===== src/hdl/dotq_pkg.sv =====
// Shared types and codes for the deadline-ordered timer queue.
// Depends on nothing; used by the top level and the testbench, not by dotq_ram.
package dotq_pkg;

   localparam int DEPTH_DEF = 16;
   localparam int ID_W      = 4;
   localparam int NUM_IDS   = 16;
   localparam int TIME_W    = 64;
   localparam int OP_W      = 2;
   localparam int STAT_W    = 3;

   localparam logic [OP_W-1:0] OP_INSERT = 2'd0;
   localparam logic [OP_W-1:0] OP_REMOVE = 2'd1;
   localparam logic [OP_W-1:0] OP_CHECK  = 2'd2;

   localparam logic [STAT_W-1:0] STAT_DONE    = 3'd0;
   localparam logic [STAT_W-1:0] STAT_EXPIRED = 3'd1;
   localparam logic [STAT_W-1:0] STAT_NONE    = 3'd2;
   localparam logic [STAT_W-1:0] STAT_FULL    = 3'd3;
   localparam logic [STAT_W-1:0] STAT_DUP     = 3'd4;
   localparam logic [STAT_W-1:0] STAT_ABSENT  = 3'd5;

   typedef struct packed {
      logic [OP_W-1:0]   opcode;
      logic [ID_W-1:0]   entry_id;
      logic [TIME_W-1:0] deadline;
      logic [TIME_W-1:0] now;
   } req_type;

   typedef struct packed {
      logic [STAT_W-1:0] status;
      logic [ID_W-1:0]   result_id;
      logic              last;
   } rsp_type;

endpackage


===== src/hdl/dotq_ram.sv =====
// Single-port-write, single-port-read memory with registered read data.
// Holds the queue order and the per-id deadlines; no package dependency.
module dotq_ram #(
   parameter int WIDTH = 4,
   parameter int DEPTH = 16
) (
   input  logic                     clock,
   input  logic                     wr_en,
   input  logic [$clog2(DEPTH)-1:0] wr_addr,
   input  logic [WIDTH-1:0]         wr_data,
   input  logic [$clog2(DEPTH)-1:0] rd_addr,
   output logic [WIDTH-1:0]         rd_data
);

   logic [WIDTH-1:0] mem [DEPTH];

   always_ff @(posedge clock) begin
      if (wr_en) begin
         mem[wr_addr] <= wr_data;
      end
   end

   always_ff @(posedge clock) begin
      rd_data <= mem[rd_addr];
   end

endmodule


===== src/hdl/deadline_ordered_timer_queue.sv =====
// Top level of the deadline-ordered timer queue: sequencer over two memories.
// Depends on dotq_pkg and dotq_ram.
//
//   channel | direction | handshake              | payload
//   req     | in        | req_valid / req_ready  | dotq_pkg::req_type
//   rsp     | out       | rsp_valid / rsp_ready  | dotq_pkg::rsp_type
//
// Queue order lives in a ring memory, deadlines in a memory indexed by id; both
// reads are registered, so a sorted insert reads the order entry and then its deadline
// for each entry it moves past, S_INS_PUT placing it when it passes every entry. Remove
// scans from the head and shifts the rest back; check reads and compares from the head.
// Reset clears the pending flags, count and ring pointers at once; no clearing pass.
// A held result beat stalls only steps that must send a beat; req is taken in idle.
module deadline_ordered_timer_queue #(
   parameter int DEPTH = dotq_pkg::DEPTH_DEF
) (
   input  logic              clock,
   input  logic              reset,
   input  logic              req_valid,
   output logic              req_ready,
   input  dotq_pkg::req_type req_data,
   output logic              rsp_valid,
   input  logic              rsp_ready,
   output dotq_pkg::rsp_type rsp_data
);
   import dotq_pkg::*;

   localparam int IW = $clog2(DEPTH);
   localparam int CW = $clog2(DEPTH + 1);

   typedef enum logic [8:0] {
      S_IDLE    = 9'b000000001,
      S_EMIT    = 9'b000000010,
      S_INS_DL  = 9'b000000100,
      S_INS_CMP = 9'b000001000,
      S_INS_PUT = 9'b000010000,
      S_RM_CMP  = 9'b000100000,
      S_RM_MOVE = 9'b001000000,
      S_CHK_DL  = 9'b010000000,
      S_CHK_CMP = 9'b100000000
   } state_type;

   function automatic logic [IW-1:0] ptr_inc(input logic [IW-1:0] p);
      ptr_inc = (p == IW'(DEPTH - 1)) ? '0 : p + IW'(1);
   endfunction

   function automatic logic [IW-1:0] ptr_dec(input logic [IW-1:0] p);
      ptr_dec = (p == '0) ? IW'(DEPTH - 1) : p - IW'(1);
   endfunction

   state_type            state_ff, state_in;
   logic [IW-1:0]        head_ff, head_in;
   logic [IW-1:0]        tail_ff, tail_in;
   logic [CW-1:0]        count_ff, count_in;
   logic [NUM_IDS-1:0]   flags_ff, flags_in;
   logic                 have_pend_ff, have_pend_in;
   logic                 rsp_valid_ff, rsp_valid_in;
   rsp_type              rsp_data_ff, rsp_data_in;
   logic [IW-1:0]        ptr_ff, ptr_in;
   logic [IW-1:0]        hole_ff, hole_in;
   logic [CW-1:0]        k_ff, k_in;
   logic [ID_W-1:0]      q_ff, q_in;
   logic [ID_W-1:0]      id_ff, id_in;
   logic [TIME_W-1:0]    key_ff, key_in;
   logic [STAT_W-1:0]    res_status_ff, res_status_in;
   logic [ID_W-1:0]      res_id_ff, res_id_in;

   logic                 ord_we;
   logic [IW-1:0]        ord_waddr, ord_raddr;
   logic [ID_W-1:0]      ord_wdata, ord_rdata;
   logic                 dl_we;
   logic [ID_W-1:0]      dl_waddr, dl_raddr;
   logic [TIME_W-1:0]    dl_wdata, dl_rdata;

   logic                 out_free;
   logic [NUM_IDS-1:0]   req_bit, id_bit, q_bit;

   dotq_ram #(.WIDTH(ID_W), .DEPTH(DEPTH)) u_order_ram (
      .clock   (clock),
      .wr_en   (ord_we),
      .wr_addr (ord_waddr),
      .wr_data (ord_wdata),
      .rd_addr (ord_raddr),
      .rd_data (ord_rdata)
   );

   dotq_ram #(.WIDTH(TIME_W), .DEPTH(NUM_IDS)) u_deadline_ram (
      .clock   (clock),
      .wr_en   (dl_we),
      .wr_addr (dl_waddr),
      .wr_data (dl_wdata),
      .rd_addr (dl_raddr),
      .rd_data (dl_rdata)
   );

   assign out_free  = !rsp_valid_ff || rsp_ready;
   assign req_ready = (state_ff == S_IDLE);
   assign rsp_valid = rsp_valid_ff;
   assign rsp_data  = rsp_data_ff;
   assign req_bit   = NUM_IDS'(1) << req_data.entry_id;
   assign id_bit    = NUM_IDS'(1) << id_ff;
   assign q_bit     = NUM_IDS'(1) << q_ff;

   always_comb begin
      state_in      = state_ff;
      head_in       = head_ff;
      tail_in       = tail_ff;
      count_in      = count_ff;
      flags_in      = flags_ff;
      have_pend_in  = have_pend_ff;
      rsp_valid_in  = rsp_valid_ff && !rsp_ready;
      rsp_data_in   = rsp_data_ff;
      ptr_in        = ptr_ff;
      hole_in       = hole_ff;
      k_in          = k_ff;
      q_in          = q_ff;
      id_in         = id_ff;
      key_in        = key_ff;
      res_status_in = res_status_ff;
      res_id_in     = res_id_ff;
      ord_we        = 1'b0;
      ord_waddr     = hole_ff;
      ord_wdata     = id_ff;
      ord_raddr     = head_ff;
      dl_we         = 1'b0;
      dl_waddr      = req_data.entry_id;
      dl_wdata      = req_data.deadline;
      dl_raddr      = q_ff;

      unique case (state_ff)
         S_IDLE: begin
            if (req_valid) begin
               id_in         = req_data.entry_id;
               res_id_in     = req_data.entry_id;
               res_status_in = STAT_DONE;
               state_in      = S_EMIT;
               unique case (req_data.opcode)
                  OP_INSERT: begin
                     if ((flags_ff & req_bit) != '0) begin
                        res_status_in = STAT_DUP;
                     end else if (count_ff >= CW'(DEPTH)) begin
                        res_status_in = STAT_FULL;
                     end else begin
                        dl_we = 1'b1;
                        if (count_ff == '0) begin
                           ord_we    = 1'b1;
                           ord_waddr = tail_ff;
                           ord_wdata = req_data.entry_id;
                           tail_in   = ptr_inc(tail_ff);
                           count_in  = count_ff + CW'(1);
                           flags_in  = flags_ff | req_bit;
                        end else begin
                           hole_in   = tail_ff;
                           ptr_in    = ptr_dec(tail_ff);
                           ord_raddr = ptr_dec(tail_ff);
                           k_in      = count_ff;
                           key_in    = req_data.deadline;
                           state_in  = S_INS_DL;
                        end
                     end
                  end
                  OP_REMOVE: begin
                     if ((flags_ff & req_bit) == '0) begin
                        res_status_in = STAT_ABSENT;
                     end else begin
                        ptr_in    = head_ff;
                        ord_raddr = head_ff;
                        state_in  = S_RM_CMP;
                     end
                  end
                  OP_CHECK: begin
                     res_id_in     = '0;
                     res_status_in = STAT_NONE;
                     have_pend_in  = 1'b0;
                     if (count_ff != '0) begin
                        key_in    = req_data.now;
                        ord_raddr = head_ff;
                        state_in  = S_CHK_DL;
                     end
                  end
                  default: begin
                     res_id_in = '0;
                  end
               endcase
            end
         end
         S_EMIT: begin
            if (out_free) begin
               rsp_valid_in          = 1'b1;
               rsp_data_in.status    = res_status_ff;
               rsp_data_in.result_id = res_id_ff;
               rsp_data_in.last      = 1'b1;
               state_in              = S_IDLE;
            end
         end
         S_INS_DL: begin
            q_in     = ord_rdata;
            dl_raddr = ord_rdata;
            state_in = S_INS_CMP;
         end
         S_INS_CMP: begin
            ord_we = 1'b1;
            if (key_ff < dl_rdata) begin
               ord_wdata = q_ff;
               hole_in   = ptr_ff;
               k_in      = k_ff - CW'(1);
               if (k_ff == CW'(1)) begin
                  state_in = S_INS_PUT;
               end else begin
                  ptr_in    = ptr_dec(ptr_ff);
                  ord_raddr = ptr_dec(ptr_ff);
                  state_in  = S_INS_DL;
               end
            end else begin
               tail_in  = ptr_inc(tail_ff);
               count_in = count_ff + CW'(1);
               flags_in = flags_ff | id_bit;
               state_in = S_EMIT;
            end
         end
         S_INS_PUT: begin
            ord_we   = 1'b1;
            tail_in  = ptr_inc(tail_ff);
            count_in = count_ff + CW'(1);
            flags_in = flags_ff | id_bit;
            state_in = S_EMIT;
         end
         S_RM_CMP: begin
            if (ord_rdata == id_ff) begin
               if (ptr_inc(ptr_ff) == tail_ff) begin
                  tail_in  = ptr_ff;
                  count_in = count_ff - CW'(1);
                  flags_in = flags_ff & ~id_bit;
                  state_in = S_EMIT;
               end else begin
                  hole_in   = ptr_ff;
                  ptr_in    = ptr_inc(ptr_ff);
                  ord_raddr = ptr_inc(ptr_ff);
                  state_in  = S_RM_MOVE;
               end
            end else begin
               ptr_in    = ptr_inc(ptr_ff);
               ord_raddr = ptr_inc(ptr_ff);
            end
         end
         S_RM_MOVE: begin
            ord_we    = 1'b1;
            ord_wdata = ord_rdata;
            hole_in   = ptr_ff;
            if (ptr_inc(ptr_ff) == tail_ff) begin
               tail_in  = ptr_ff;
               count_in = count_ff - CW'(1);
               flags_in = flags_ff & ~id_bit;
               state_in = S_EMIT;
            end else begin
               ptr_in    = ptr_inc(ptr_ff);
               ord_raddr = ptr_inc(ptr_ff);
            end
         end
         S_CHK_DL: begin
            q_in     = ord_rdata;
            dl_raddr = ord_rdata;
            state_in = S_CHK_CMP;
         end
         S_CHK_CMP: begin
            if (key_ff >= dl_rdata) begin
               if (!have_pend_ff || out_free) begin
                  if (have_pend_ff) begin
                     rsp_valid_in          = 1'b1;
                     rsp_data_in.status    = STAT_EXPIRED;
                     rsp_data_in.result_id = res_id_ff;
                     rsp_data_in.last      = 1'b0;
                  end
                  res_status_in = STAT_EXPIRED;
                  res_id_in     = q_ff;
                  have_pend_in  = 1'b1;
                  head_in       = ptr_inc(head_ff);
                  count_in      = count_ff - CW'(1);
                  flags_in      = flags_ff & ~q_bit;
                  if (count_ff == CW'(1)) begin
                     state_in = S_EMIT;
                  end else begin
                     ord_raddr = ptr_inc(head_ff);
                     state_in  = S_CHK_DL;
                  end
               end
            end else begin
               state_in = S_EMIT;
            end
         end
         default: begin
            state_in = S_IDLE;
         end
      endcase
   end

   always_ff @(posedge clock) begin
      if (reset) begin
         state_ff     <= S_IDLE;
         head_ff      <= '0;
         tail_ff      <= '0;
         count_ff     <= '0;
         flags_ff     <= '0;
         have_pend_ff <= 1'b0;
         rsp_valid_ff <= 1'b0;
      end else begin
         state_ff     <= state_in;
         head_ff      <= head_in;
         tail_ff      <= tail_in;
         count_ff     <= count_in;
         flags_ff     <= flags_in;
         have_pend_ff <= have_pend_in;
         rsp_valid_ff <= rsp_valid_in;
      end
   end

   always_ff @(posedge clock) begin
      rsp_data_ff   <= rsp_data_in;
      ptr_ff        <= ptr_in;
      hole_ff       <= hole_in;
      k_ff          <= k_in;
      q_ff          <= q_in;
      id_ff         <= id_in;
      key_ff        <= key_in;
      res_status_ff <= res_status_in;
      res_id_ff     <= res_id_in;
   end

   a_count_bound : assert property (@(posedge clock) disable iff (reset)
      count_ff <= CW'(DEPTH))
      else $error("pending count above depth");

   a_count_flags : assert property (@(posedge clock) disable iff (reset)
      count_ff == CW'($countones(flags_ff)))
      else $error("pending count disagrees with pending flags");

   a_chk_nonempty : assert property (@(posedge clock) disable iff (reset)
      (state_ff == S_CHK_CMP) |-> (count_ff != '0))
      else $error("expiry compare on empty queue");

   a_mid_beat_expired : assert property (@(posedge clock) disable iff (reset)
      (rsp_valid_ff && !rsp_data_ff.last) |-> (rsp_data_ff.status == STAT_EXPIRED))
      else $error("non-final beat that is not an expiry");

   a_full_no_insert : assert property (@(posedge clock) disable iff (reset)
      (state_ff == S_INS_DL) |-> (count_ff < CW'(DEPTH)))
      else $error("sorted insert started on a full queue");

endmodule


===== config.mk =====
export PLATFORM = sky130hd
export DESIGN_NAME = deadline_ordered_timer_queue
export DESIGN_NICKNAME = d
export VERILOG_FILES = /design/src/hdl/dotq_pkg.sv /design/src/hdl/dotq_ram.sv /design/src/hdl/deadline_ordered_timer_queue.sv
export SDC_FILE = /design/constraint.sdc
export NUM_CORES = 2
export LEC_CHECK = 0
export BUFFER_PORTS_ARGS = -buffer_cell sky130_fd_sc_hd__buf_4
export CORE_ASPECT_RATIO = 0.9
export CORE_MARGIN = 2
export CORE_UTILIZATION = 45
export DETAILED_ROUTE_END_ITERATION = 16
export HOLD_SLACK_MARGIN = 0.15
export MAX_ROUTING_LAYER = met4
export SLEW_MARGIN = 20
export SYNTH_ARGS = -nofsm -noshare
export SYNTH_HDL_FRONTEND = slang
export SYNTH_SLANG_ARGS = --single-unit
export TNS_END_PERCENT = 100

===== constraint.sdc =====
create_clock -name clock -period 16.9 [get_ports clock]
set_input_delay 3.38 -clock clock [delete_from_list [all_inputs] [get_ports clock]]
set_output_delay 3.38 -clock clock [all_outputs]
set_load 0.03 [all_outputs]

# Word level (Yosys, flattened, before mapping)
# Memory sizes are Yosys's and may differ from the RTL's. A register that Yosys moved wholly into a read port is not among the register bits.
# Index checks and enable logic that the tools add are counted.
[totals]
ff_bits = 140
latchBits = 0
mem_bits_rw = 1088
romBits = 0
in_bits = 138
n_memories = 2
[op_classes]
n_addsub = 8
multipliers = 0
n_div = 0
n_lt_le_gt_ge = 3
n_eq_ne = 45
shift = 3
mux = 155
n_bitwise = 7
reduce_logical = 35
[memory_table]
columns = ["memory", "depth", "word_bits", "read_ports", "rd_ports_with_merged_regs", "wr", "line", "rtl"]
rows = [
  ["u_deadline_ram.mem", 16, 64, 1, 1, 1, "dotq_ram.sv:15", "logic [WIDTH-1:0] mem [DEPTH];"],
  ["u_order_ram.mem", 16, 4, 1, 1, 1, "dotq_ram.sv:15", ""],
]
[ops]
columns = ["op", "n"]
rows = [
  ["64-bit 2-to-1 mux", 4],
  ["4-bit 2-to-1 mux", 59],
  ["16-bit 2-to-1 mux", 10],
  ["64-bit case mux with 2 select lines", 1],
  ["16-bit case mux with 6 select lines", 1],
  ["5-bit 2-to-1 mux", 17],
  ["9-bit case mux with 9 select lines", 1],
  ["64-bit >= comparator", 1],
  ["64-bit < comparator", 1],
  ["9-bit 2-to-1 mux", 7],
  ["16-bit bitwise AND", 3],
  ["8-bit 2-to-1 mux", 6],
  ["1-bit by 4-bit << shifter with 16-bit output (first input constant)", 3],
  ["4-bit case mux with 5 select lines", 2],
  ["2-bit != test (second input constant)", 18],
  ["16-bit NOT", 2],
  ["16-bit bitwise OR", 2],
  ["4-bit case mux with 4 select lines", 2],
  ["5-bit case mux with 6 select lines", 1],
  ["3-bit 2-to-1 mux", 8],
  ["8-bit case mux with 3 select lines", 1],
  ["1-bit 2-to-1 mux", 22],
  ["9-bit AND reduction", 2],
  ["16-bit logical NOT", 1],
  ["52 further kinds", 81],
]

# Longest topological paths before layout
[depth]
word_depth = 9
depth_mapped = 16
ltp_nobuf = 13

# Cells and area by module
# Synthesis repeated with hierarchy kept, for this count alone.
[unflattened]
cells_unflattened = 2984
area_unflattened_um2 = 52346.5
[by_module_without_submodules]
columns = ["module", "instances", "cells_per_inst", "area_each_um2", "seq_area_each_um2"]
rows = [
  ["dotq_ram (u_deadline_ram)", 1, 1647, 39581.7, 32030.7],
  ["deadline_ordered_timer_queue", 1, 1207, 10098.4, 3763.6],
  ["dotq_ram (u_order_ram)", 1, 130, 2666.3, 2001.9],
]

# Worst setup path after synthesis
# No wires, ideal clock.
[synth_timing]
path_type = "in2reg"
from = "input req_data[131] in the netlist's numbering"
to = "memory u_deadline_ram.mem[12][0] in the netlist's numbering (enable)"
arrival_ps = 7823
slack_ps = 8591
cell_stages = 8
cell_sequence = "clkbuf_1 mux4_2 a22o_1 nor4_4 clkbuf_1 and3_1 nand3_1 nor2_1"
[synth_between]
elab_chain_cells = 9
[synth_lines]
columns = ["item", "line", "rtl"]
rows = [
  ["from (decl)", "deadline_ordered_timer_queue.sv:21", "input dotq_pkg::req_type req_data,"],
  ["1-bit by 4-bit << shifter with 16-bit output", "deadline_ordered_timer_queue.sv:100", "assign req_bit = NUM_IDS'(1) << req_data.entry_id;"],
  ["16-bit bitwise AND", "deadline_ordered_timer_queue.sv:139", "if ((flags_ff & req_bit) != '0) begin"],
  ["16-bit nonzero test", "deadline_ordered_timer_queue.sv:139", ""],
  ["1-bit 2-to-1 mux", "deadline_ordered_timer_queue.sv:139", ""],
  ["1-bit 2-to-1 mux", "deadline_ordered_timer_queue.sv:137", "unique case (req_data.opcode)"],
  ["1-bit 2-to-1 mux", "deadline_ordered_timer_queue.sv:132", "if (req_valid) begin"],
  ["1-bit 2-to-1 mux", "deadline_ordered_timer_queue.sv:130", "unique case (state_ff)"],
  ["1-bit 2-to-1 mux", "dotq_ram.sv:18", "if (wr_en) begin"],
  ["1-bit 2-to-1 mux (not written as such)", "dotq_ram.sv:19", "mem[wr_addr] <= wr_data;"],
  ["to (decl)", "dotq_ram.sv:15", ""],
]
# Several ways; a longest one is shown, not always the timed one.

# Final worst setup path
[layout_timing]
from = "input req_data[130] in the netlist's numbering"
to = "register u_order_ram.rd_data[3], read port of u_order_ram.mem"
[layout_between]
elab_chain_cells = 7
[layout_lines]
columns = ["item", "line", "rtl"]
rows = [
  ["1-bit by 4-bit << shifter with 16-bit output", "deadline_ordered_timer_queue.sv:100", ""],
  ["16-bit bitwise AND", "deadline_ordered_timer_queue.sv:139", ""],
  ["16-bit nonzero test", "deadline_ordered_timer_queue.sv:139", ""],
  ["4-bit 2-to-1 mux", "deadline_ordered_timer_queue.sv:139", ""],
  ["4-bit 2-to-1 mux", "--", ""],
  ["4-bit 2-to-1 mux", "deadline_ordered_timer_queue.sv:132", ""],
  ["4-bit case mux with 5 select lines", "deadline_ordered_timer_queue.sv:130", ""],
  ["to (decl)", "dotq_ram.sv:12", "output logic [WIDTH-1:0] rd_data"],
]
# Every way passes these cells.
# A chain may end at the register's enable or synchronous reset.

==> impl_metrics.json <==
{
  "num_rows": 120,
  "dieArea_um2": 122000,
  "setup_tns_ns": 0,
  "cts_max_level": 4,
  "clockBufferDepth": 3,
  "worst-r2r-setup-slack_ns": 10.81,
  "clock_latency_ns": 0.77,
  "hp-class": "reg -> reg",
  "min_period_ns": 7.24,
  "ys_seq_area_share_pct": 70.4,
  "totalWireLength_um": 143000,
  "clockPowerShare_pct": 31.5,
  "fin_crit_sh_pct": 42.9,
  "synth-seq-cells": 1296,
  "critPathCapture": "u_order_ram.rd_data[3]$_DFF_P_",
  "worstReg2RegStart": "state_ff[3]$_SDFFE_PP0P_",
  "cp-startpoint": "req_data[130]",
  "cts_resized": 0,
  "grt_pass1_wl_um": 215000,
  "ir_worst_vdd_mv": 0.118,
  "max_freq_ghz": 0.138,
  "firstDrtPassIters": 6,
  "start_util_pct": 45.2,
  "worst_pin_slew_ns": 1.12,
  "synth_enable_flop_cells": 1184,
  "reg2regPathDepth": 13,
  "worstPathArrival_ns": 7.87,
  "die_h_um": 332,
  "p_sw_w": 0.00318,
  "avgSynthCellArea_um2": 12.4,
  "maxSlewHeadroom_pct": 25.6,
  "cts-root-buf": "clkbuf_16",
  "gp_congestion": 0.907,
  "antenna_found_initial": 3,
  "crit_required_ns": 17.53,
  "dp_hpwl_um": 80700,
  "timing.final.ws_setup_ns": 9.66,
  "postCtsSetupRepairBufs": 0,
  "drcViolationCount": 0,
  "status": "finished, final reports clean",
  "final_common_cell": "edfxtp_1",
  "grt_max_degree": 193,
  "synth_area_um2": 53700,
  "cts_hold_buf": 0,
  "final_nets": 4611,
  "p_sw_share_pct": 34.1,
  "drive_gt1_share_pct": 11.3,
  "synthCells": 4343,
  "clk_pin_slew_worst_paths_ns": 0.06,
  "synthDistinctLibCells": 75,
  "ant_nets": 0,
  "rsz0062_at_grt": "no",
  "p_leak_nw": 21.2,
  "final_cell_mix": "edfxtp_1, nand2_1, nand3_1",
  "grt_usage_pct": 23.8,
  "seq_power_share_pct": 40.6,
  "hold_viol": 0,
  "crit_type": "in -> reg",
  "cp_max_fo": 21,
  "nFillCells": 10195,
  "vias": 34887,
  "synth_nets": 4556,
  "io_pins": 148,
  "async_flop_share_pct": 0,
  "grt_pass1_vias": 33008,
  "r2r-end": "u_deadline_ram.rd_data[27]$_DFF_P_",
  "via_per_inst": 5.72,
  "grt_overflow": 0,
  "die_width_um": 368,
  "yosys_warnings": 0,
  "comb_power_share_pct": 27.9,
  "dp_slack_ns": 8.96,
  "clock_sinks": 1296,
  "synth-main-ff-cell": "edfxtp_1",
  "multiInputGateArea_um2": 14700,
  "seqCellArea_um2": 37800,
  "endpoint_kind": "flip-flop",
  "avgRoutedWirePerCell_um": 23.4,
  "intPower_w": 0.00615,
  "start_kind": "input port",
  "area_delta_synth_final_pct": 13.2,
  "drv_cap": 0,
  "coreArea_um2": 119000,
  "drt_iter0_drc": 4045,
  "portBuffers": 147,
  "power_density_nw_per_um2": 154,
  "setup_viol": 0,
  "slew_violations": 0,
  "cts_made_buffers": 133,
  "cts_tree": "done",
  "fin_worst_skew_ns": 0.0346
}
==> cell usage after synthesis, types with 73 or more instances <==
master    count  area [um2]
edfxtp_1   1184       35600
nand3_1     551        2760
dfxtp_1     112        2240
nand2_1    1128        4230
a31oi_1      88         551
ha_1         75         938
and3_1       73         457
clkbuf_1    254         953
a21oi_1      88         440
inv_1        91         342
nor2_1      104         390
a311oi_1    132        1160
==> metrics by stage <==
step / hold WS, ns / power, W / std cells / instance area [um2] / util [%]
floorplan: 0.400 / 0.00555 / 4343 / 53700 / -
global placement: 0.404 / 0.00643 / 5848 / 56300 / 47.5
detailed placement: 0.405 / 0.00645 / 5848 / 56300 / 47.5
CTS: 0.420 / 0.00938 / 6093 / 60700 / 51.2
global route: 0.429 / 0.00979 / 6095 / 60800 / 51.2
finish: 0.420 / 0.00933 / 6097 / 60800 / 51.2
==> cell type report <==
| cell class | instances | share of cell area (%) |
|---|---|---|
| inverter | 93 | 0.603 |
| timing repair buffer | 199 | 2.61 |
| clock buffer | 186 | 6.05 |
| tap | 1586 | 3.27 |
| clock inverter | 59 | 1.13 |
| antenna | 3 | 0.0124 |
| multi-input combinational | 2675 | 24.1 |
| sequential | 1296 | 62.2 |
==> worst min-delay path by stage <==
stage | to | slack, ns | cells after the start | from
detailed placement | rsp_data[2]$_DFFE_PP_ | 0.41 | 0 | res_id_ff[1]$_DFFE_PP_
finish | rsp_data[1]$_DFFE_PP_ | 0.42 | 0 | res_id_ff[0]$_DFFE_PP_
global placement | rsp_data[1]$_DFFE_PP_ | 0.40 | 0 | res_id_ff[0]$_DFFE_PP_
CTS | rsp_data[2]$_DFFE_PP_ | 0.42 | 0 | res_id_ff[1]$_DFFE_PP_
floorplan | rsp_data[1]$_DFFE_PP_ | 0.40 | 0 | res_id_ff[0]$_DFFE_PP_
global route | rsp_data[1]$_DFFE_PP_ | 0.43 | 0 | res_id_ff[0]$_DFFE_PP_
==> per-layer routing <==
layer / up-vias / global-route usage, % / wire (um)
met3: 169 / 3.57 / 10300
met5: - / - / 0
met2: 1303 / 34.7 / 64600
met4: 0 / 5.62 / 2420
met1: 17342 / 35.3 / 65600
li1: 16073 / - / -
==> critical path, stage by stage <==
cell and delay [ns]:
buf_4 0.23, mux4_2 0.53, a22o_1 0.30, nor4_4 0.57, and4_1 0.36, o32ai_1 0.09
a311o_1 0.37, nor4b_1 0.42, a311o_1 0.66, mux2i_1 0.28, o32ai_1 0.12, or4_1 0.53
==> flip-flops by register name, indices dropped and copies added, names as in the netlist, 3 cells and up <==
| register | cells |
|---|---|
| rsp_data | 8 |
| q_ff | 4 |
| count_ff | 5 |
| state_ff | 9 |
| hole_ff | 4 |
| ptr_ff | 4 |
| k_ff | 5 |
| key_ff | 64 |
| head_ff | 4 |
| u_order_ram.rd_data | 4 |
| id_ff | 4 |
| flags_ff | 16 |
| tail_ff | 4 |
| u_deadline_ram.rd_data | 64 |
| u_deadline_ram.mem | 1024 |
| u_order_ram.mem | 64 |
| res_status_ff | 3 |
| res_id_ff | 4 |
==> power groups by stage <==
stage                     logic (W)  registers (W)  clock network [W]
final                       0.00261        0.00379            0.00294
after global routing        0.00288        0.00380            0.00311
after CTS                   0.00261        0.00378            0.00299
after detailed placement    0.00260        0.00385                  0
after global placement      0.00258        0.00385                  0
after floorplan             0.00175        0.00379                  0
==> kinds of logic after synthesis <==
kind of cell / synth area share (%)
AND/OR/NAND/NOR: 16.5
AO/OA/AOI/OAI: 5.99
buffers and inverters: 2.65
adder cells (fa/ha/maj): 1.75
XOR/XNOR: 0.359
multiplexers: 2.35
flip-flops: 70.4
Note: power is estimated with default switching activity, not from simulation.
